`config.mk`:
```
export PLATFORM = sky130hd
export DESIGN_NAME = mvm_queue
export DESIGN_NICKNAME = d
export VERILOG_FILES = /design/src/hdl/mvm_pkg.sv /design/src/hdl/mvm_queue.sv
export SDC_FILE = /design/constraint.sdc
export NUM_CORES = 1
export LEC_CHECK = 0
export ABC_AREA = 1
export BUFFER_PORTS_ARGS = -buffer_cell sky130_fd_sc_hd__buf_2
export CORE_AREA = 2 2 118 120
export DETAILED_ROUTE_END_ITERATION = 6
export DIE_AREA = 0 0 120 122
export PLACE_DENSITY = 0.6
export SYNTH_ARGS = -nofsm -noshare
export SYNTH_HDL_FRONTEND = slang
export SYNTH_SLANG_ARGS = --single-unit
export TNS_END_PERCENT = 30
```
`constraint.sdc`:
```
create_clock -name clk_i -period 3.1 [get_ports clk_i]
set_clock_uncertainty 0.05 [all_clocks]
set_input_delay 0.155 -clock clk_i [delete_from_list [all_inputs] [get_ports clk_i]]
set_output_delay 0.155 -clock clk_i [all_outputs]
set_load 0.02 [all_outputs]
```
`src/hdl/mvm_pkg.sv`:
```
// Shared types and constants for the matrix-vector multiply-accumulate block.
// No dependencies; every other file of the block except mvm_ram refers to this package.
package mvm_pkg;

  localparam int unsigned COL_W      = 10;   // reach of col_index
  localparam int unsigned VAL_W      = 16;   // Q8.8 operand
  localparam int unsigned PROD_W     = 2 * VAL_W;  // Q16.16 product
  localparam int unsigned SUM_W      = 48;   // Q32.16 accumulator
  localparam int unsigned ROW_W      = 16;   // row counter and row_index
  localparam int unsigned COLS_REG_W = 11;
  localparam int unsigned ROWS_REG_W = 17;
  localparam int unsigned CFG_IDX_W  = 8;
  localparam int unsigned CFG_DATA_W = 32;

  localparam int unsigned COL_REACH  = 1 << COL_W;
  localparam int unsigned ROW_REACH  = 1 << ROW_W;

  localparam int unsigned MAX_COLS_DEF = 1024;
  localparam int unsigned MAX_ROWS_DEF = 65536;

  localparam logic [COLS_REG_W-1:0] COLS_RESET = COLS_REG_W'(1024);
  localparam logic [ROWS_REG_W-1:0] ROWS_RESET = ROWS_REG_W'(65536);

  localparam int unsigned QUEUE_DEPTH = 4;

  typedef enum logic [CFG_IDX_W-1:0] {
    CFG_COLS = 8'd0,
    CFG_ROWS = 8'd1
  } cfg_reg_e;

  typedef enum logic {
    REQ_VECTOR = 1'b0,
    REQ_MATRIX = 1'b1
  } req_type_e;

  // One multiply-accumulate operation handed from the front to the back.
  typedef struct packed {
    logic signed [VAL_W-1:0] a;
    logic signed [VAL_W-1:0] b;
    logic                    last_col;
  } mvm_op_t;

endpackage

```
`src/hdl/mvm_queue.sv`:
```
// Short FIFO of operations between the front and back ends.
// Depends on mvm_pkg.
module mvm_queue (
  input  logic             clk_i,
  input  logic             rst_ni,
  input  logic             push_valid_i,
  output logic             push_ready_o,
  input  mvm_pkg::mvm_op_t push_data_i,
  output logic             pop_valid_o,
  input  logic             pop_ready_i,
  output mvm_pkg::mvm_op_t pop_data_o
);

  localparam int unsigned DEPTH = mvm_pkg::QUEUE_DEPTH;
  localparam int unsigned PTR_W = $clog2(DEPTH);
  localparam int unsigned CNT_W = $clog2(DEPTH + 1);

  mvm_pkg::mvm_op_t  buf_q [DEPTH];
  logic [PTR_W-1:0]  wr_ptr_q, wr_ptr_d;
  logic [PTR_W-1:0]  rd_ptr_q, rd_ptr_d;
  logic [CNT_W-1:0]  count_q, count_d;
  logic              push, pop;

  assign push_ready_o = (count_q != CNT_W'(DEPTH));
  assign pop_valid_o  = (count_q != '0);
  assign push         = push_valid_i && push_ready_o;
  assign pop          = pop_valid_o && pop_ready_i;
  assign pop_data_o   = buf_q[rd_ptr_q];

  always_comb begin
    wr_ptr_d = wr_ptr_q;
    rd_ptr_d = rd_ptr_q;
    count_d  = count_q;
    if (push) begin
      wr_ptr_d = (wr_ptr_q == PTR_W'(DEPTH - 1)) ? '0 : wr_ptr_q + 1'b1;
    end
    if (pop) begin
      rd_ptr_d = (rd_ptr_q == PTR_W'(DEPTH - 1)) ? '0 : rd_ptr_q + 1'b1;
    end
    if (push && !pop) begin
      count_d = count_q + 1'b1;
    end else if (pop && !push) begin
      count_d = count_q - 1'b1;
    end
  end

  always_ff @(posedge clk_i or negedge rst_ni) begin
    if (!rst_ni) begin
      wr_ptr_q <= '0;
      rd_ptr_q <= '0;
      count_q  <= '0;
    end else begin
      wr_ptr_q <= wr_ptr_d;
      rd_ptr_q <= rd_ptr_d;
      count_q  <= count_d;
    end
  end

  always_ff @(posedge clk_i) begin
    if (push) begin
      buf_q[wr_ptr_q] <= push_data_i;
    end
  end

  a_count_range: assert property (@(posedge clk_i) disable iff (!rst_ni)
    count_q <= CNT_W'(DEPTH))
    else $error("queue occupancy out of range");

  a_ptr_gap: assert property (@(posedge clk_i) disable iff (!rst_ni)
    (count_q == '0) || (count_q == CNT_W'(DEPTH)) |-> wr_ptr_q == rd_ptr_q)
    else $error("queue pointers disagree with occupancy");

endmodule

```
==> results of run 1 <==
## where the power goes
part | leakage, µW | switching [µW] | internal (µW)
logic | 0.00144 | 1660 | 861
registers | 0.00129 | 242 | 2480
clock network | 0.000283 | 708 | 1330
## flip-flops by register name, summed over array words and instances, names as in the netlist
register	flops
count_q	3
buf_q	132
wr_ptr_q	2
rd_ptr_q	2
## layer usage
metal	track usage (%)	vias up	part of all wire (%)
met5	0	-	0
met4	5.96	0	1.4
met3	5.38	12	4.9
met2	24.9	76	47
met1	21.1	1700	47
li1	-	1755	-
## cell usage after synthesis, drive strengths merged
library cell / number / area share (%)
edfxtp: 132 / 67
nand2: 114 / 8.1
inv: 80 / 5.1
o211ai: 66 / 11
buf: 22 / 3.1
dfrtp: 7 / 3.0
nand3: 7 / 0.59
ha: 6 / 1.3
nor2: 6 / 0.38
fa: 1 / 0.34
nand4: 1 / 0.11
o21ai: 1 / 0.084
xnor2: 1 / 0.15
## timing repair
item	CTS	global route
gates resized for setup	0	0
endpoints found under the setup margin	0	0
endpoints found under the hold margin	143	0
hold buffers	36	0
## cell families (layout without fill, tap and decap cells)
| group | Yosys count | count (layout) | synth area share, % |
|---|---|---|---|
| simple gates | 128 | 128 | 9.13 |
| flops | 139 | 139 | 69.8 |
| compound gates | 67 | 67 | 11.2 |
| buf+inv | 102 | 227 | 8.14 |
| fa+ha+maj | 7 | 7 | 1.60 |
| xor+xnor | 1 | 1 | 0.148 |
## how the worst max path moves through the flow
stage | startpoint | to | slack [ns] | cells past startpoint
after CTS | rd_ptr_q[0]$_DFFE_PN0P_ | pop_data_o[28] | 0.71 | 5
after detailed placement | count_q[0]$_DFFE_PN0P_ | buf_q[0][1]$_DFFE_PP_ | 0.91 | 5
after global routing | rd_ptr_q[0]$_DFFE_PN0P_ | pop_data_o[15] | 0.58 | 5
final | rd_ptr_q[0]$_DFFE_PN0P_ | pop_data_o[28] | 0.74 | 5
after global placement | count_q[0]$_DFFE_PN0P_ | buf_q[0][1]$_DFFE_PP_ | 1.0 | 5
after floorplan | count_q[0]$_DFFE_PN0P_ | buf_q[0][0]$_DFFE_PP_ | 0.29 | 4
## cells in the final DEF, fill, tap and decap left out, drive strengths merged
cell,instances
edfxtp,132
xnor2,1
buf,80
fa,1
nand2,114
bufinv,4
nor2,6
ha,6
dfrtp,7
clkinv,5
o21ai,1
inv,80
clkbuf,21
o211ai,66
dlygate4sd3,36
nand3,7
nand4,1
clkinvlp,1
## through the flow
stage	utilization, %	power, µW	setup WS, ns	area [µm²]
2_1_floorplan	-	4590	0.292	5930
3_3_place_gp	47.8	5220	0.997	6460
3_5_place_dp	47.8	5290	0.907	6460
4_1_cts	54.9	7380	0.706	7410
5_1_grt	54.9	7700	0.582	7410
6_report	54.9	7280	0.742	7410
## worst reg2reg max path: cells and delay by family, from the launching register on
| family | cells | cell delay [ns] |
|---|---|---|
| compound gates | 1 | 0.09 |
| buf+inv | 3 | 0.23 |
| simple gates | 3 | 0.61 |
| flops | 1 | 0.42 |
| fa+ha+maj | 2 | 0.65 |
## cell type report
| type | count | area, µm² |
|---|---|---|
| well taps | 180 | 225 |
| multi-input cells | 203 | 1340 |
| repair buffers | 116 | 808 |
| clock inverters | 10 | 149 |
| clock buffers | 21 | 440 |
| flip-flops and latches | 139 | 4140 |
| fillers | 1131 | 6100 |
| inverters | 80 | 300 |
==> metrics.csv, run 1 <==
stage,metric,value,unit
outcome,status,finished clean,
sta,final worst path period share,76.1,%
worst_setup_path,Bufs and invs on worst path,2,
drt,total wire length,11000,µm
worst_setup_path,critical path's slowest cell,dfrtp_4,
placed_design,Placed Cells,682,
worst_setup_path,Worst setup SP type,register,
clocking,clk slew on worst S/H paths,0.05,ns
synthesis,net count after synthesis,488,
power_and_ir_drop,PD cells,982,nW/µm²
worst_setup_path,Top delay family on crit path,flip-flops,
sta,final-report setup violation count,0,
worst_setup_path,Worst R2R Path Depth,9,
global_route,largest net degree at the start of global routing,57,
power_and_ir_drop,Leak,0.00301,µW
floorplanning,Starting Density,43.9,%
drt,router iterations before antenna repair,4,
global_route,All-Layer GR Usage,16.1,%
worst_setup_path,Crit Reg-Reg Endpoint,count_q[1]$_DFFE_PN0P_,
cells_and_area,share of post-route cells with drive strength above 1,29.5,%
worst_setup_path,Required @ worst endpoint,2.89,ns
worst_setup_path,CP max stage delay,0.87,ns
power_and_ir_drop,VDD IR max,469,µV
drt,# DRC,0,
floorplanning,Die W,120,µm
placed_design,IO buf count,71,
global_route,initial antenna violation count,0,
clocking,CTS tree,yes,
worst_setup_path,"Top cell by count, worst path",nand2_1,
sta,"Hold Vio Cnt, Final",0,
worst_setup_path,Setup Crit Path Kind,register to primary output,
clocking,clk buf depth,2,
worst_setup_path,critical-path cell list,buf_4 > nand2_1 > o211ai_1 > nand2_1 > buf_2,
clocking,CTS Root Buffer Type,clkbuf_16,
clocking,CTS buffer count,17,
drt,Via density,4.73,
sta,minimum clock period,2.36,ns
drt,Post-DRT Antenna Nets,0,
floorplanning,Die H,122,µm
worst_hold_path,HP Class,input pin to asynchronous set/reset pin,
global_route,number of global-route vias before repair,3485,
synthesis,#FFs+latches synth,139,
clocking,Setup Buffers After CTS,0,
worst_setup_path,Critical Path AT,2.15,ns
synthesis,Syn. warnings,0,
sta,Worst-Margin Slew,0.870,ns
clocking,H-tree levels,4,
placed_design,Final Wtd Congestion,0.823,
sta,WHS,0.0556,ns
cells_and_area,final non-filler cell total,749,
clocking,# clock sinks,139,
drt,Routed wire per std cell,14.7,µm
sta,slew margin rel.,41.9,%
synthesis,sequential share of the synthesized area,69.8,%
worst_setup_path,critical-path maximum fanout,56,
sta,Max Slew Vio Count,0,
synthesis,Avg Synthesized Cell Area,13.4,µm²
clocking,clk_lat worst skew,0.41,ns
synthesis,Synth Instances,444,
global_route,global route total overflow,0,
worst_setup_path,Crit Reg-Reg Startpoint,count_q[0]$_DFFE_PN0P_,
cells_and_area,# nets final,601,
sta,Sum Neg Setup Slack,0,ns
floorplanning,core area,13500,µm²
worst_setup_path,Worst R2R Setup Slack,0.92,ns
floorplanning,I/O Pins,72,
floorplanning,DIE AREA,14600,µm²
placed_design,dpl hpwl,6660,µm
worst_setup_path,Worst Setup End Kind,primary output,
drt,DR vias,3543,
global_route,wire length of the first global-routing pass,17600,µm
floorplanning,num rows,43,
flow_run,max_cap viols,0,
synthesis,Cell variety after synth,18,
cells_and_area,Layout area overhead,24.9,%
cells_and_area,# diodes,0,
drt,Iteration-0 DRC Markers,203,
sta,unrepaired setup endpoints after global routing,no,
sta,Max Freq,424,MHz
synthesis,Post-Syn Area,5930,µm²
(Power assumes the default switching activity.)
==> inputs of run 2 (changes only) <==
Settings changed: ABC_AREA 1 to 0, CORE_AREA 2 2 118 120 to 2 2 111 113, DIE_AREA 0 0 120 122 to 0 0 113 115, PLACE_DENSITY 0.6 to 0.62.
Clock period 3.1 ns to 2.15 ns, I/O delays scaled along.
==> metrics.csv, run 2 <==
stage,metric,value,unit
floorplanning,num rows,40,
clocking,clk_lat worst skew,0.41,ns
floorplanning,Die H,115,µm
global_route,wire length of the first global-routing pass,14400,µm
global_route,largest net degree at the start of global routing,34,
power_and_ir_drop,VDD IR max,1120,µV
drt,DR vias,2544,
sta,worst setup slack after layout,0.0679,ns
cells_and_area,number of flip-flops in the largest register,132,
synthesis,Post-Syn Area,5200,µm²
sta,final-report setup violation count,0,
clocking,CTS buffer count,17,
synthesis,top-count cell post-synth,edfxtp_1,
placed_design,Final Wtd Congestion,0.702,
synthesis,most frequent cells after synthesis,"edfxtp_1 (132), mux4_2 (33), dfrtp_1 (7), ha_1 (6), and3_2 (4)",
cells_and_area,most frequent cells in the layout,"edfxtp_1 (132), buf_2 (71), dlygate4sd3_1 (35)",
global_route,global route total overflow,0,
cells_and_area,# diodes,0,
drt,# DRC,7,
placed_design,IO buf count,71,
worst_hold_path,HP Class,input pin to register,
worst_setup_path,critical path capture point,count_q[1]$_DFFE_PN0P_,
synthesis,"Top FF cell, synth",edfxtp_1,
cells_and_area,biggest regs,"buf_q: 132 flops, count_q: 3 flops",
worst_setup_path,Worst R2R Setup Slack,0.07,ns
floorplanning,Starting Density,44.0,%
cells_and_area,fillers,910,
sta,minimum clock period,2.08,ns
floorplanning,DIE AREA,13000,µm²
sta,Max Freq,480,MHz
flow_run,max_cap viols,0,
drt,Post-DRT Antenna Nets,0,
drt,Routed wire per std cell,18.4,µm
clocking,H-tree levels,4,
synthesis,"EDFF count, synth",132,
cells_and_area,Largest Register,buf_q,
cells_and_area,register area,4150,µm²
drt,Iteration-0 DRC Markers,118,
floorplanning,core area,11800,µm²
worst_setup_path,CP max stage delay,0.41,ns
outcome,failing checks,design-rule violations,
synthesis,Cell variety after synth,19,
drt,Via density,5.11,
synthesis,Syn. warnings,0,
clocking,CTS tree,yes,
synthesis,net count after synthesis,253,
worst_setup_path,Critical Path AT,2.33,ns
outcome,status,finished with violations,
clocking,clk slew on worst S/H paths,0.05,ns
synthesis,"top cells by area, synth","edfxtp_1 (76%), mux4_2 (14%), dfrtp_1 (3.4%), ha_1 (1.4%), mux2_2 (0.65%)",
sta,"Hold Vio Cnt, Final",0,
clocking,clk buf depth,2,
synthesis,sequential share of the synthesized area,79.7,%
worst_setup_path,critical path's slowest cell,dfrtp_1,
synthesis,#FFs+latches synth,139,
power_and_ir_drop,PD cells,1410,nW/µm²
worst_setup_path,Worst R2R Path Depth,6,
floorplanning,Die W,113,µm
synthesis,top cell type by total area after synthesis,edfxtp_1,
drt,total wire length,9150,µm
floorplanning,I/O Pins,72,
cells_and_area,"most common cell after layout, fill and taps aside",edfxtp_1,
worst_setup_path,critical-path maximum fanout,3,
cells_and_area,# nets final,383,
cells_and_area,multi-input logic area,1010,µm²
global_route,initial antenna violation count,0,
cells_and_area,Final Util,57.4,%
synthesis,share of the synthesized area in the top cell type,76.3,%
global_route,All-Layer GR Usage,15.3,%
synthesis,Post-synth ARST share,5.04,%
placed_design,dpl hpwl,5590,µm
global_route,number of global-route vias before repair,2734,
synthesis,Synth Instances,209,
clocking,CTS Root Buffer Type,clkbuf_16,
worst_setup_path,Required @ worst endpoint,2.39,ns
sta,WHS,0.0944,ns
worst_setup_path,Worst Setup End Kind,register,
cells_and_area,share of post-route cells with drive strength above 1,44.7,%
worst_setup_path,Crit Reg-Reg Endpoint,count_q[1]$_DFFE_PN0P_,
worst_setup_path,critical-path cell list,or3b_4 > and2_4 > ha_2 > inv_1 > fa_1 > mux2_2,
clocking,# clock sinks,139,
sta,Max Slew Vio Count,0,
power_and_ir_drop,Leak,0.00241,µW
sta,Worst-Margin Slew,0.363,ns
worst_setup_path,Setup Crit Path Kind,register to register,
synthesis,Avg Synthesized Cell Area,24.9,µm²
drt,router iterations before antenna repair,6,
worst_setup_path,Worst Setup SP,count_q[1]$_DFFE_PN0P_,
placed_design,Post-Place Setup Slack,0.0115,ns
sta,final worst path period share,96.8,%
worst_setup_path,Crit Reg-Reg Startpoint,count_q[1]$_DFFE_PN0P_,
cells_and_area,Layout area overhead,30.6,%
sta,slew margin rel.,75.8,%
worst_setup_path,Worst setup SP type,register,
==> run 2: cell types whose count changed in the layout (fill, tap and decap cells not counted), sizes merged, moves of 3 or more <==
cell,change
nand2,-113
inv,-77
o211ai,-66
mux4,+33
nand3,-7
mux2,+5
and3,+4
buf,+4
nor2,-3
==> run 2: critical path: cells and delay by family, from the launching register on <==
| family | cells | cell delay [ns] |
|---|---|---|
| adder cells (fa/ha/maj) | 2 | 0.59 |
| AND/OR/NAND/NOR | 2 | 0.59 |
| flip-flops | 1 | 0.41 |
| multiplexers | 1 | 0.27 |
| buffers and inverters | 1 | 0.06 |
==> run 2: layout make-up <==
| class | count | share of cell area [%] |
|---|---|---|
| flip-flops and latches | 139 | 61.1 |
| repair buffers | 119 | 13.1 |
| clock buffers | 21 | 6.49 |
| inverters | 3 | 0.166 |
| clock inverters | 10 | 1.49 |
| multi-input cells | 59 | 14.9 |
| well taps | 147 | 2.71 |
==> run 2: per-stage QoR <==
stage | area [µm²] | TNS, ns | instances | total power (µW)
6_report | 6780 | 0 | 498 | 9590
5_1_grt | 6780 | -0.000461 | 498 | 10100
4_1_cts | 6770 | 0 | 497 | 9730
3_5_place_dp | 5870 | 0 | 431 | 6980
3_3_place_gp | 5870 | 0 | 431 | 6930
2_1_floorplan | 5200 | 0 | 209 | 5850
==> run 2: metal layers <==
metal	routed length [µm]	track usage, %	share of wire, %
met5	0	0	0
met4	142	7.56	1.6
met3	437	4.69	4.8
met2	4590	25.5	50
met1	3980	18.4	43
==> run 2: worst min path at each step <==
stage,cells past startpoint,end,start,slack [ns]
floorplan,0,count_q[0]$_DFFE_PN0P_,rst_ni,-0.24
global placement,1,count_q[1]$_DFFE_PN0P_,rst_ni,-0.1
detailed placement,1,count_q[1]$_DFFE_PN0P_,rst_ni,-0.1
CTS,4,rd_ptr_q[0]$_DFFE_PN0P_,pop_ready_i,0.1
global route,4,rd_ptr_q[1]$_DFFE_PN0P_,pop_ready_i,0.09
finish,4,rd_ptr_q[1]$_DFFE_PN0P_,pop_ready_i,0.09
==> run 2: power by group <==
group          switching (µW)  internal [µW]
registers                 295           3600
logic                    1590           1440
clock network             983           1680
==> run 2: logic make-up (layout without fill, tap and decap cells) <==
kind of cell | count (synthesis) | in the layout | share of synthesized area [%]
buffers and inverters | 11 | 153 | 1.08
xor gates and xnor gates | 3 | 3 | 0.506
muxes | 38 | 38 | 15.5
adders and majority gates | 7 | 7 | 1.83
DFF | 139 | 139 | 79.7
and+or+nand+nor | 11 | 11 | 1.40
==> run 2: timing repair <==
| action | in CTS | in global routing |
|---|---|---|
| resized for setup | 1 | 3 |
| endpoints found under the setup margin | 12 | 3 |
| hold endpoints to repair | 139 | 0 |
| setup buffers | 0 | 1 |
| hold buffers | 35 | 0 |
| pin swaps | 0 | 1 |
