### src/hdl/mvm_pkg.sv
// Shared types and constants for the matrix-vector multiply-accumulate block.
// No dependencies; every other file of the block except mvm_ram refers to this package.
package mvm_pkg;

  localparam int unsigned COL_W      = 10;   // reach of col_index
  localparam int unsigned VAL_W      = 16;   // Q8.8 operand
  localparam int unsigned PROD_W     = 2 * VAL_W;  // Q16.16 product
  localparam int unsigned SUM_W      = 48;   // Q32.16 accumulator
  localparam int unsigned ROW_W      = 16;   // row counter and row_index
  localparam int unsigned COLS_REG_W = 11;
  localparam int unsigned ROWS_REG_W = 17;
  localparam int unsigned CFG_IDX_W  = 8;
  localparam int unsigned CFG_DATA_W = 32;

  localparam int unsigned COL_REACH  = 1 << COL_W;
  localparam int unsigned ROW_REACH  = 1 << ROW_W;

  localparam int unsigned MAX_COLS_DEF = 1024;
  localparam int unsigned MAX_ROWS_DEF = 65536;

  localparam logic [COLS_REG_W-1:0] COLS_RESET = COLS_REG_W'(1024);
  localparam logic [ROWS_REG_W-1:0] ROWS_RESET = ROWS_REG_W'(65536);

  localparam int unsigned QUEUE_DEPTH = 4;

  typedef enum logic [CFG_IDX_W-1:0] {
    CFG_COLS = 8'd0,
    CFG_ROWS = 8'd1
  } cfg_reg_e;

  typedef enum logic {
    REQ_VECTOR = 1'b0,
    REQ_MATRIX = 1'b1
  } req_type_e;

  // One multiply-accumulate operation handed from the front to the back.
  typedef struct packed {
    logic signed [VAL_W-1:0] a;
    logic signed [VAL_W-1:0] b;
    logic                    last_col;
  } mvm_op_t;

endpackage

### src/hdl/mvm_if.sv


interface mvm_out_if;
  logic                                valid;
  logic                                ready;
  logic [mvm_pkg::ROW_W-1:0]           row_index;
  logic signed [mvm_pkg::SUM_W-1:0]    row_sum;
  logic                                last_row;
  logic                                saturated;
  modport source (output valid, row_index, row_sum, last_row, saturated, input ready);
  modport sink   (input valid, row_index, row_sum, last_row, saturated, output ready);
endinterface


### src/hdl/mvm_back.sv
// Back end: multiply, saturating accumulate, row bookkeeping and result register.
// Depends on mvm_pkg and mvm_if.
module mvm_back (
  input  logic                       clk_i,
  input  logic                       rst_ni,
  input  logic                       op_valid_i,
  output logic                       op_ready_o,
  input  mvm_pkg::mvm_op_t           op_i,
  input  logic [mvm_pkg::ROW_W-1:0]  nrows_m1_i,
  mvm_out_if.source                  res_o
);

  localparam int unsigned PW = mvm_pkg::PROD_W;
  localparam int unsigned SW = mvm_pkg::SUM_W;
  localparam logic signed [SW-1:0] ACC_MAX = {1'b0, {(SW-1){1'b1}}};
  localparam logic signed [SW-1:0] ACC_MIN = {1'b1, {(SW-1){1'b0}}};

  logic                              m_valid_q, m_valid_d;
  logic signed [PW-1:0]              m_prod_q;
  logic                              m_last_q;
  logic                              out_block;
  logic                              m_fire;
  logic                              pop;

  logic signed [SW-1:0]              acc_q;
  logic                              ovf_q;
  logic [mvm_pkg::ROW_W-1:0]         row_cnt_q;
  logic signed [SW:0]                sum_wide;
  logic signed [SW-1:0]              sum_sat;
  logic                              ovf_now;
  logic                              is_last_row;

  logic                              out_valid_q, out_valid_d;
  logic [mvm_pkg::ROW_W-1:0]         out_row_q;
  logic signed [SW-1:0]              out_sum_q;
  logic                              out_last_q;
  logic                              out_sat_q;

  assign out_block  = out_valid_q && !res_o.ready;
  assign m_fire     = m_valid_q && !(m_last_q && out_block);
  assign op_ready_o = !m_valid_q || m_fire;
  assign pop        = op_valid_i && op_ready_o;

  assign sum_wide = {acc_q[SW-1], acc_q} + (SW+1)'(m_prod_q);
  assign ovf_now  = (sum_wide[SW] != sum_wide[SW-1]);
  assign sum_sat  = !ovf_now ? sum_wide[SW-1:0] : (sum_wide[SW] ? ACC_MIN : ACC_MAX);
  assign is_last_row = (row_cnt_q >= nrows_m1_i);

  always_comb begin
    m_valid_d = pop ? 1'b1 : (m_fire ? 1'b0 : m_valid_q);
    out_valid_d = out_valid_q && !res_o.ready;
    if (m_fire && m_last_q) begin
      out_valid_d = 1'b1;
    end
  end

  always_ff @(posedge clk_i or negedge rst_ni) begin
    if (!rst_ni) begin
      m_valid_q   <= 1'b0;
      out_valid_q <= 1'b0;
      acc_q       <= '0;
      ovf_q       <= 1'b0;
      row_cnt_q   <= '0;
    end else begin
      m_valid_q   <= m_valid_d;
      out_valid_q <= out_valid_d;
      if (m_fire) begin
        if (m_last_q) begin
          acc_q     <= '0;
          ovf_q     <= 1'b0;
          row_cnt_q <= is_last_row ? '0 : row_cnt_q + 1'b1;
        end else begin
          acc_q <= sum_sat;
          ovf_q <= ovf_q | ovf_now;
        end
      end
    end
  end

  always_ff @(posedge clk_i) begin
    if (pop) begin
      m_prod_q <= op_i.a * op_i.b;
      m_last_q <= op_i.last_col;
    end
    if (m_fire && m_last_q) begin
      out_row_q  <= row_cnt_q;
      out_sum_q  <= sum_sat;
      out_last_q <= is_last_row;
      out_sat_q  <= ovf_q | ovf_now;
    end
  end

  assign res_o.valid     = out_valid_q;
  assign res_o.row_index = out_row_q;
  assign res_o.row_sum   = out_sum_q;
  assign res_o.last_row  = out_last_q;
  assign res_o.saturated = out_sat_q;

  a_row_clear: assert property (@(posedge clk_i) disable iff (!rst_ni)
    m_fire && m_last_q |=> acc_q == '0 && !ovf_q)
    else $error("accumulator not cleared after a row");

  a_row_advance: assert property (@(posedge clk_i) disable iff (!rst_ni)
    m_fire && m_last_q && !is_last_row |=> row_cnt_q == $past(row_cnt_q) + 1'b1)
    else $error("row counter did not advance");

  a_no_overwrite: assert property (@(posedge clk_i) disable iff (!rst_ni)
    out_block |=> out_valid_q && $stable(out_sum_q) && $stable(out_row_q))
    else $error("pending result overwritten");

endmodule
### src/flat_wrapper.sv
// flat-port wrapper written by rule: the top's interface ports become plain ports
module mvm_back_flat 
  (clk_i, rst_ni, op_valid_i, op_ready_o, op_i, nrows_m1_i, res_o_valid, res_o_row_index, res_o_row_sum, res_o_last_row, res_o_saturated, res_o_ready);
  mvm_out_if res_o_i ();
  input  logic clk_i;
  input  logic rst_ni;
  input  logic op_valid_i;
  output logic op_ready_o;
  input  mvm_pkg::mvm_op_t op_i;
  input  logic [mvm_pkg::ROW_W-1:0] nrows_m1_i;
  output wire logic [$bits(res_o_i.valid)-1:0] res_o_valid;
  output wire logic [$bits(res_o_i.row_index)-1:0] res_o_row_index;
  output wire logic [$bits(res_o_i.row_sum)-1:0] res_o_row_sum;
  output wire logic [$bits(res_o_i.last_row)-1:0] res_o_last_row;
  output wire logic [$bits(res_o_i.saturated)-1:0] res_o_saturated;
  input wire logic [$bits(res_o_i.ready)-1:0] res_o_ready;
  assign res_o_valid = res_o_i.valid;
  assign res_o_row_index = res_o_i.row_index;
  assign res_o_row_sum = res_o_i.row_sum;
  assign res_o_last_row = res_o_i.last_row;
  assign res_o_saturated = res_o_i.saturated;
  assign res_o_i.ready = res_o_ready;
  mvm_back u_core (.clk_i(clk_i), .rst_ni(rst_ni), .op_valid_i(op_valid_i), .op_ready_o(op_ready_o), .op_i(op_i), .nrows_m1_i(nrows_m1_i), .res_o(res_o_i));
endmodule
### config.mk
export PLATFORM = sky130hd
export DESIGN_NAME = mvm_back_flat
export DESIGN_NICKNAME = d
export VERILOG_FILES = /design/src/hdl/mvm_pkg.sv /design/src/hdl/mvm_if.sv /design/src/hdl/mvm_back.sv /design/src/flat_wrapper.sv
export SDC_FILE = /design/constraint.sdc
export NUM_CORES = 1
export LEC_CHECK = 0
export BUFFER_PORTS_ARGS = -buffer_cell sky130_fd_sc_hd__buf_2
export CAP_MARGIN = 20
export CORE_MARGIN = 3
export CORE_UTILIZATION = 35
export DETAILED_ROUTE_END_ITERATION = 16
export PLACE_DENSITY = 0.55
export SLEW_MARGIN = 0
export SYNTH_ARGS = -nofsm -noshare
export SYNTH_HDL_FRONTEND = slang
export SYNTH_SLANG_ARGS = --single-unit
### constraint.sdc
create_clock -name clk_i -period 3.7 [get_ports clk_i]
set_input_delay 0.185 -clock clk_i [delete_from_list [all_inputs] [get_ports clk_i]]
set_output_delay 0.185 -clock clk_i [all_outputs]
set_load 0.05 [all_outputs]
==> results of run 1 <==
[worst min path at each step]
| stage | slack (ns) | to | start |
|---|---|---|---|
| floorplan | -0.11 | u_core.acc_q[0] | rst_ni |
| global placement | 0.31 | u_core.row_cnt_q[10] | rst_ni |
| CTS | 0.001 | u_core.res_o.valid | res_o_ready |
| finish | 0.03 | u_core.res_o.valid | res_o_ready |
| global route | 0.06 | u_core.res_o.valid | res_o_ready |
| detailed placement | 0.33 | u_core.row_cnt_q[12] | rst_ni |
[per-layer routing]
layer / up-vias / wire length [um] / global-route usage [%]
met1: 7178 / 22650 / 23.42
li1: 6979 / - / -
met5: - / 0 / 0
met2: 269 / 23140 / 29.55
met3: 45 / 1496 / 1.916
met4: 0 / 721 / 3.789
[synth_stat cells (all sizes together) (4+ instances only)]
library cell / instances / area share (%)
edfxtp: 99 / 15
o31ai: 7 / 0.30
or3: 4 / 0.13
a211oi: 8 / 0.44
nor2b: 15 / 0.49
a21oi: 90 / 2.3
a22o: 6 / 0.27
or4: 4 / 0.16
fa: 263 / 27
maj3: 34 / 1.8
a31oi: 9 / 0.29
nand2b: 14 / 0.46
nand4: 17 / 0.55
clkbuf: 49 / 0.97
o21a: 7 / 0.27
ha: 147 / 9.6
xnor2: 57 / 2.6
o21bai: 8 / 0.31
nand3: 21 / 0.55
o211ai: 11 / 0.43
nor3: 11 / 0.29
o21ai: 65 / 1.7
a221o: 32 / 1.7
buf: 26 / 0.88
xor2: 33 / 1.5
and2: 130 / 4.2
and3: 11 / 0.36
inv: 329 / 6.4
nor2: 86 / 1.8
a2111oi: 5 / 0.33
dfrtp: 67 / 8.7
nand2: 200 / 3.9
a21o: 42 / 1.6
nor4: 4 / 0.16
[logic make-up after synthesis]
family / count (synthesis)
XOR/XNOR: 90
multiplexers: 2
AND/OR/NAND/NOR: 527
flip-flops: 166
buffers and inverters: 404
adder cells (fa/ha/maj): 444
AO/OA/AOI/OAI: 313
[what timing repair did]
action | CTS | global route
hold buffers | 3 | 0
gates resized for setup | 133 | 91
hold endpoints to repair | 31 | 0
pin swaps | 58 | 54
gates cloned | 1 | 1
setup endpoints to repair | 24 | 105
setup buffers | 11 | 26
[worst max-delay path: stages]
cell,delay [ns]
buf_12,0.12
and2_4,0.16
fa_2,0.66
buf_6,0.12
fa_2,0.49
buf_6,0.15
fa_2,0.56
fa_1,0.43
fa_1,0.49
inv_1,0.05
fa_1,0.47
inv_1,0.06
ha_4,0.21
and3_4,0.14
and3_4,0.16
and3_4,0.17
a32oi_1,0.15
nand2_1,0.11
or4_4,0.44
a2111o_1,0.38
o211ai_1,0.10
[registers in the layout, indices dropped and copies added, names as in the netlist, 16 cells and up]
signal                  flops
u_core.acc_q               48
u_core.m_prod_q            32
u_core.res_o.row_index     16
u_core.res_o.row_sum       48
u_core.row_cnt_q           16
[per-stage QoR]
stage | cells | util [%]
global route | 2967 | 44.36
CTS | 2943 | 43.33
global placement | 2896 | 41.13
finish | 2967 | 44.36
floorplan | 1946 | -
detailed placement | 2896 | 41.13
[final cells by class]
| cell class | instances | area, sq um | area share (%) |
|---|---|---|---|
| Tap cell | 696 | 870.8 | 3.627 |
| Sequential cell | 166 | 4649 | 19.36 |
| Timing Repair Buffer | 368 | 2998 | 12.48 |
| Clock buffer | 17 | 425.4 | 1.772 |
| Multi-Input combinational cell | 1376 | 13680 | 56.97 |
| Clock inverter | 15 | 153.9 | 0.6409 |
| Inverter | 329 | 1235 | 5.143 |
==> metrics.md, run 1 <==
| Metric | Value |
|---|---|
| Largest net degree at the start of global routing | 57 |
| Setup-failing EPs final | 23 |
| Critical path class | in -> reg |
| DP Area | 22260 sq um |
| Worst hold slack | 0.03113 ns |
| Initial antenna violation count | 0 |
| Synth Area in XOR/XNOR | 4.100% |
| Skew final | 0.01553 ns |
| Final critical-path share of the clock period | 149.3% |
| Filler Cells Inserted | 5162 |
| Mux cell area share after synthesis | 0.1041% |
| Most frequent cells in the layout | inv_1 (313), fa_1 (254), buf_4 (201), nand2_1 (191), ha_1 (120) |
| Post-synthesis adder-cell area fraction | 38.73% |
| Post-DP HPWL | 39800 um |
| Global route overflow | 0 |
| Via count | 14470 |
| Nets | 2721 |
| CTS Buf Count | 17 |
| Drc violations | 0 |
| Max-slew headroom | 45.27% |
| Routability Congestion | 0.9118 |
| Global Route Usage Sum | 17.18% |
| Final Max Slew Viols | 0 |
| Pre-CTS setup slack | -2.399 ns |
| CP endpoint | u_core.m_prod_q[31] |
| Avg WL per Cell | 16.18 um |
| DR iter-0 viols | 690 |
| Drt pass-1 iters | 7 |
| Synth Instances | 1946 |
| Diodes inserted | 0 |
| Average size of a mapped cell | 9.878 sq um |
| FF-to-FF End | u_core.acc_q[41] |
| Slew at the pin with the worst max-slew slack | 0.8210 ns |
| Vias in the first global route | 15300 |
| Crit Path Max Fanout | 8 |
| Flop-to-flop setup slack | 0.14 ns |
| First-pass GRT wire length | 79680 um |
| Worst min-delay path category | in -> reg |
| Skew-Pair Late Insertion Delay | 0.45 ns |
| Flops & latches, synth | 166 |
| Die X | 240.4 um |
| Clock-pin transition on the worst setup and hold timing paths | 0.07 ns |
| Initial Util | 35.51% |
| Number of routed nets with antenna violations | 0 |
| Failing checks | negative setup slack |
| Final hold vios | 0 |
| Final instance area | 24010 sq um |
| Synth unique cells | 71 |
| Area Growth Syn to Fin | 24.92% |
| RSZ-0062 raised after global routing | true |
| Port bufs | 120 |
| Syn nets | 2409 |
| CTS tree | yes |
| Htree depth | 4 |
| Die ar. | 57770 sq um |
| Worst-case clock buffer depth | 2 |
| Simple-gate share of the synthesized area | 13.47% |
| Synth async-reset ratio | 40.36% |
| Reg-to-Reg Start | u_core.m_prod_q[31] |
| Main combinational cell family by area after synthesis | adder cells |
| Seq/Total Area, Yosys | 24.19% |
| CP Launch Point | op_i[32] |
| Yosys Warn Count | 0 |
| WL final | 48000 um |
| Critical Path Sink Type | flop |
| Crit path launch type | input pin |
| Primary FF master, synth | edfxtp_1 |
| Final WS setup | -1.825 ns |
| CP required | 3.99 ns |
| Avg Vias per Cell | 4.877 |
| IO Pins | 121 |
| Synth Area in Compound Gates | 11.14% |
| Maxcap violations | 0 |
| Core area | 54130 sq um |
| Post-synth EDFFs | 99 |
| FP Rows | 85 |
| Clock net sink count | 166 |
| Fmax | 181.0 MHz |
| Status | finished with violations |
| Arrival time of the worst setup path | 5.81 ns |
| Setup TNS | -27.38 ns |
| Final period demand of the worst path | 5.525 ns |
| CTS root buffer | clkbuf_16 |
| Die Span Y | 240.4 um |
| Hold depth | 3 |
| Cells on worst reg2reg path | 14 |
| Commonest non-fill, non-tap cell in the layout | inv_1 |
| Layout cells sized above 1 | 24.22% |
| Synthesized cell area | 19220 sq um |
Power of run 1 is left out: the tool's default activity adds up to more than one toggle a clock period on the data nets, which glitch-free logic cannot reach.
==> run 2, diff against run 1 <==
Settings changed: CORE_UTILIZATION 35 to 58, PLACE_DENSITY 0.55 to 0.81.
==> run 2 against run 1 <==
  * The run still ends with negative setup slack left
  * Critical endpoint unchanged
  * Highest routed layer unchanged
  * Global-route usage is 11 points higher
  * Critical path type unchanged
  * Clock-buffer cell count is the same
  * Hold slack improved by 0.068 ns
  * Via count is 7.5% higher
  * Worst setup slack worse by 0.069 ns
==> metrics.md, run 2 (same netlist as run 1, synthesis figures left out) <==
| Metric | Value |
|---|---|
| Status | finished with violations |
| Failing checks | negative setup slack |
| Final instance area | 23640 sq um |
| Nets | 2709 |
| Skew-Pair Late Insertion Delay | 0.44 ns |
| CP cell instances | buf_12 -> and2_4 -> fa_2 -> buf_6 -> buf_6 -> fa_2 -> fa_1 -> fa_1 -> fa_1 -> inv_1 -> fa_1 -> inv_2 -> ha_4 -> and3_4 -> and3_4 -> and3_4 -> a32oi_2 -> nand2_2 -> or4_4 -> a2111o_1 -> o211ai_1 |
| DP Area | 21820 sq um |
| Finished Core Util | 72.47% |
| CTS Buf Count | 17 |
| Clock-pin transition on the worst setup and hold timing paths | 0.07 ns |
| Worst-case clock buffer depth | 2 |
| DR iter-0 viols | 1075 |
| Slew at the pin with the worst max-slew slack | 0.8053 ns |
| Worst path most repeated cell | fa_1 |
| Critical-path top delay cell | fa_2 |
| Final critical-path share of the clock period | 151.2% |
| Drc violations | 0 |
| Layout cells sized above 1 | 24.66% |
| Initial antenna violation count | 0 |
| Post-DP HPWL | 38140 um |
| Skew final | 0.01528 ns |
| CP peak stage delay | 0.66 ns |
| Area Growth Syn to Fin | 22.96% |
| Number of routed nets with antenna violations | 0 |
| Arrival time of the worst setup path | 5.85 ns |
| RSZ-0062 raised after global routing | true |
| Final Max Slew Viols | 0 |
| Crit Path Max Fanout | 6 |
| Drt pass-1 iters | 8 |
| Diodes inserted | 0 |
| FP Rows | 66 |
| Maxcap violations | 0 |
| Port bufs | 120 |
| Largest net degree at the start of global routing | 50 |
| Final hold vios | 0 |
| Filler Cells Inserted | 2184 |
| Setup TNS | -29.43 ns |
| Via count | 15560 |
| Global route overflow | 0 |
| Global Route Usage Sum | 27.80% |
| Vias in the first global route | 16580 |
| Die X | 188.1 um |
| Worst min-delay path category | in -> reg |
| Die ar. | 35360 sq um |
| First-pass GRT wire length | 80430 um |
| Setup-failing EPs final | 23 |
| IO Pins | 121 |
| Critical path class | in -> reg |
| Pre-CTS setup slack | -2.420 ns |
| Flip-flop and latch area | 4649 sq um |
| Area occupied by multi-input gates | 13700 sq um |
| Max-slew headroom | 46.32% |
| Most frequent cells in the layout | inv_1 (300), fa_1 (244), nand2_1 (186), buf_4 (184), ha_1 (126) |
| Final period demand of the worst path | 5.594 ns |
| CP required | 3.96 ns |
| Die Span Y | 188.1 um |
| CTS tree | yes |
| Routability Congestion | 0.9787 |
| Final WS setup | -1.894 ns |
| Avg Vias per Cell | 5.761 |
| Avg WL per Cell | 18.86 um |
| Critical Path Sink Type | flop |
| WL final | 50950 um |
| Fmax | 178.8 MHz |
| Initial Util | 58.93% |
| Crit path launch type | input pin |
| Clock net sink count | 166 |
| CTS root buffer | clkbuf_16 |
| Core area | 32620 sq um |
| Commonest non-fill, non-tap cell in the layout | inv_1 |
| Htree depth | 4 |
==> run 2: cell count changes in the layout (fill, tap and decap cells not counted), moves of 8 or more <==
cell,change
buf_4,-17
inv_1,-13
inv_2,+12
fa_1,-10
fa_2,+10
buf_6,+8
ha_2,-8
==> run 2: critical path, delay by kind of cell <==
family	cells	cell delay (ns)
compound gates	3	0.68
buf+inv	5	0.46
simple gates	6	1.19
fa+ha+maj	7	3.32
==> run 2: path summary, 6_finish.rpt <==
check | from | to | slack, ns | cells after the start
setup / recovery | op_i[4] | u_core.m_prod_q[31] | -1.89 | 21
hold / removal | res_o_ready | u_core.res_o.valid | 0.1 | 3
setup reg to reg | u_core.acc_q[14] | u_core.acc_q[8] | 0.11 | 13
hold reg to reg | u_core.row_cnt_q[5] | u_core.res_o.row_index[5] | 0.50 | 0
max in group asynchronous | rst_ni | u_core.acc_q[30] | 2.27 | 3
min in group asynchronous | rst_ni | u_core.row_cnt_q[8] | 0.37 | 2
==> run 2: through the flow <==
| stage | std cells | hold WS [ns] |
|---|---|---|
| 2_1_floorplan | 1946 | -0.1106 |
| 3_3_place_gp | 2629 | 0.2913 |
| 3_5_place_dp | 2629 | 0.2995 |
| 4_1_cts | 2677 | 0.08447 |
| 5_1_grt | 2701 | 0.09035 |
| 6_report | 2701 | 0.09883 |
==> run 2: timing repair <==
| action | in CTS | in global routing |
|---|---|---|
| hold buffers | 3 | 0 |
| resized for setup | 123 | 120 |
| hold endpoints to repair | 34 | 0 |
| pin swaps | 72 | 80 |
| endpoints found under the setup margin | 24 | 70 |
| cloned | 0 | 3 |
| buffers inserted | 15 | 25 |
==> run 2: cell type report <==
| type | instances | share of cell area [%] |
|---|---|---|
| clock inverters | 15 | 0.7728 |
| well taps | 442 | 2.340 |
| flip-flops and latches | 166 | 19.67 |
| multi-input cells | 1376 | 57.96 |
| repair buffers | 356 | 12.22 |
| clock buffers | 17 | 1.800 |
| inverters | 329 | 5.240 |
==> run 2: per-layer routing <==
layer / GRT usage [%] / vias to the layer above / wire length, um
li1: - / 6961 / -
met3: 4.001 / 163 / 2984
met2: 49.76 / 699 / 26450
met5: 0 / - / 0
met4: 10.07 / 0 / 1879
met1: 34.35 / 7738 / 19640
Power of run 2 is left out for the same reason.
==> run 3, diff against run 2 <==
Settings changed: CORE_ASPECT_RATIO from default to 1.25, PLACE_DENSITY 0.81 to 0.85.
==> run 3 against run 2 <==
  * The run still ends with negative setup slack left
  * Via count fell by 1.2%
  * Cell count fell by 1.8%
  * Register-to-register slack barely moved
  * Clock-buffer cell count did not move
  * Critical endpoint is now u_core.m_prod_q[26]
  * Critical path type unchanged
  * Critical path depth did not move
  * Hold slack got worse by 0.055 ns
==> metrics.md, run 3 (same netlist as run 1, synthesis figures left out) <==
| Metric | Value |
|---|---|
| Final Max Slew Viols | 0 |
| Die ar. | 35380 sq um |
| Wl on met1 | 18080 um |
| Setup-failing EPs final | 23 |
| Clock net sink count | 166 |
| Commonest non-fill, non-tap cell in the layout | inv_1 |
| Vias in the first global route | 16640 |
| Failing checks | negative setup slack |
| Global route overflow | 0 |
| CTS tree | yes |
| Worst-case clock buffer depth | 2 |
| Drc violations | 0 |
| Flip-flop and latch area | 4649 sq um |
| Max-slew headroom | 32.20% |
| First-pass GRT wire length | 80390 um |
| Skew final | 0.009699 ns |
| Clock-pin transition on the worst setup and hold timing paths | 0.07 ns |
| Avg WL per Cell | 18.69 um |
| Diodes inserted | 0 |
| Reg-to-Reg Start | u_core.m_prod_q[1] |
| Final WS setup | -1.948 ns |
| Die Span Y | 209.5 um |
| Layout cells sized above 1 | 22.80% |
| Arrival time of the worst setup path | 5.79 ns |
| Final critical-path share of the clock period | 152.6% |
| Slew at the pin with the worst max-slew slack | 1.017 ns |
| Critical Path Sink Type | flop |
| Met3 wire length | 2711 um |
| FP Rows | 73 |
| Skew-Pair Late Insertion Delay | 0.44 ns |
| Non-Filler Instances | 2653 |
| Final period demand of the worst path | 5.648 ns |
| CTS root buffer | clkbuf_16 |
| Port bufs | 120 |
| RSZ-0062 raised after global routing | true |
| Highest routed layer | met4 |
| Initial antenna violation count | 0 |
| Global Route Usage Sum | 27.91% |
| Final instance area | 23180 sq um |
| Critical path class | in -> reg |
| Maxcap violations | 0 |
| Area occupied by multi-input gates | 13590 sq um |
| CP Launch Point | op_i[7] |
| DP Area | 21700 sq um |
| Cells on worst reg2reg path | 13 |
| Area Growth Syn to Fin | 20.56% |
| Final hold vios | 0 |
| IO Pins | 121 |
| Hold depth | 3 |
| CTS Buf Count | 17 |
| Initial Util | 59.62% |
| DR iter-0 viols | 1128 |
| Dpl cells | 2594 |
| Filler Cells Inserted | 2175 |
| Post-DP HPWL | 38790 um |
| Die X | 168.8 um |
| Drt pass-1 iters | 6 |
| Most frequent cells in the layout | inv_1 (309), fa_1 (251), nand2_1 (190), buf_4 (186), ha_1 (129) |
| Met2 WL | 26470 um |
| Fmax | 177.1 MHz |
| Number of routed nets with antenna violations | 0 |
| Worst min-delay path category | in -> reg |
| Status | finished with violations |
| WL final | 49590 um |
| Avg Vias per Cell | 5.798 |
| Routability Congestion | 0.9634 |
| Core area | 32240 sq um |
| Setup TNS | -31.22 ns |
| CP required | 3.85 ns |
| Nets | 2691 |
| Hold path start | res_o_ready |
| Crit path launch type | input pin |
| Htree depth | 4 |
| Largest net degree at the start of global routing | 49 |
| Crit Path Max Fanout | 5 |
| Via count | 15380 |
-- run 3: worst paths after layout --
check | slack, ns | endpoint
max in group asynchronous | 2.28 | u_core.acc_q[27]
worst max register to register | 0.11 | u_core.res_o.row_sum[41]
worst min register to register | 0.50 | u_core.res_o.row_index[5]
min in group asynchronous | 0.47 | u_core.row_cnt_q[1]
worst max-delay path | -1.95 | u_core.m_prod_q[26]
worst min-delay path | 0.04 | u_core.res_o.valid
-- run 3: layout make-up --
| cell class | count | area share [%] |
|---|---|---|
| inverters | 329 | 5.328 |
| clock buffers | 17 | 1.836 |
| flip-flops and latches | 166 | 20.06 |
| well taps | 412 | 2.224 |
| repair buffers | 337 | 11.13 |
| clock inverters | 15 | 0.7720 |
| multi-input cells | 1377 | 58.65 |
-- run 3: timing repair --
| item | 4_1_cts | 5_1_grt |
|---|---|---|
| pin swaps | 49 | 61 |
| resized for setup | 101 | 81 |
| endpoints found under the hold margin | 45 | 0 |
| cloned | 0 | 1 |
| hold buffers | 3 | 0 |
| setup endpoints to repair | 24 | 113 |
| buffers inserted | 8 | 17 |
-- run 3: through the flow --
| stage | utilization, % | setup WS, ns | hold slack [ns] |
|---|---|---|---|
| after CTS | 70.61 | -1.857 | 0.03480 |
| after floorplan | - | -2.008 | -0.1106 |
| after global routing | 71.88 | -2.142 | 0.09129 |
| final | 71.88 | -1.948 | 0.04363 |
| after global placement | 67.30 | -2.265 | 0.3765 |
| after detailed placement | 67.30 | -2.415 | 0.3694 |
-- run 3: worst max-delay path, cell delays in order --
cell      delay (ns)
buf_12          0.10
and2_4          0.15
fa_1            0.55
inv_2           0.04
fa_1            0.50
fa_2            0.44
fa_1            0.51
inv_2           0.04
fa_1            0.50
fa_1            0.59
ha_4            0.21
a21o_1          0.18
a21o_1          0.17
a21oi_2         0.18
o21ai_2         0.10
a221oi_2        0.32
nor2b_1         0.11
o311a_1         0.41
o21a_1          0.26
nor2_4          0.14
o311ai_2        0.09
-- run 3: layer usage --
layer | up-vias | global-route usage, %
met4 | 0 | 12.25
li1 | 6927 | -
met1 | 7679 | 31.71
met5 | - | 0
met2 | 604 | 52.27
met3 | 172 | 3.353
Power of run 3 is left out for the same reason.
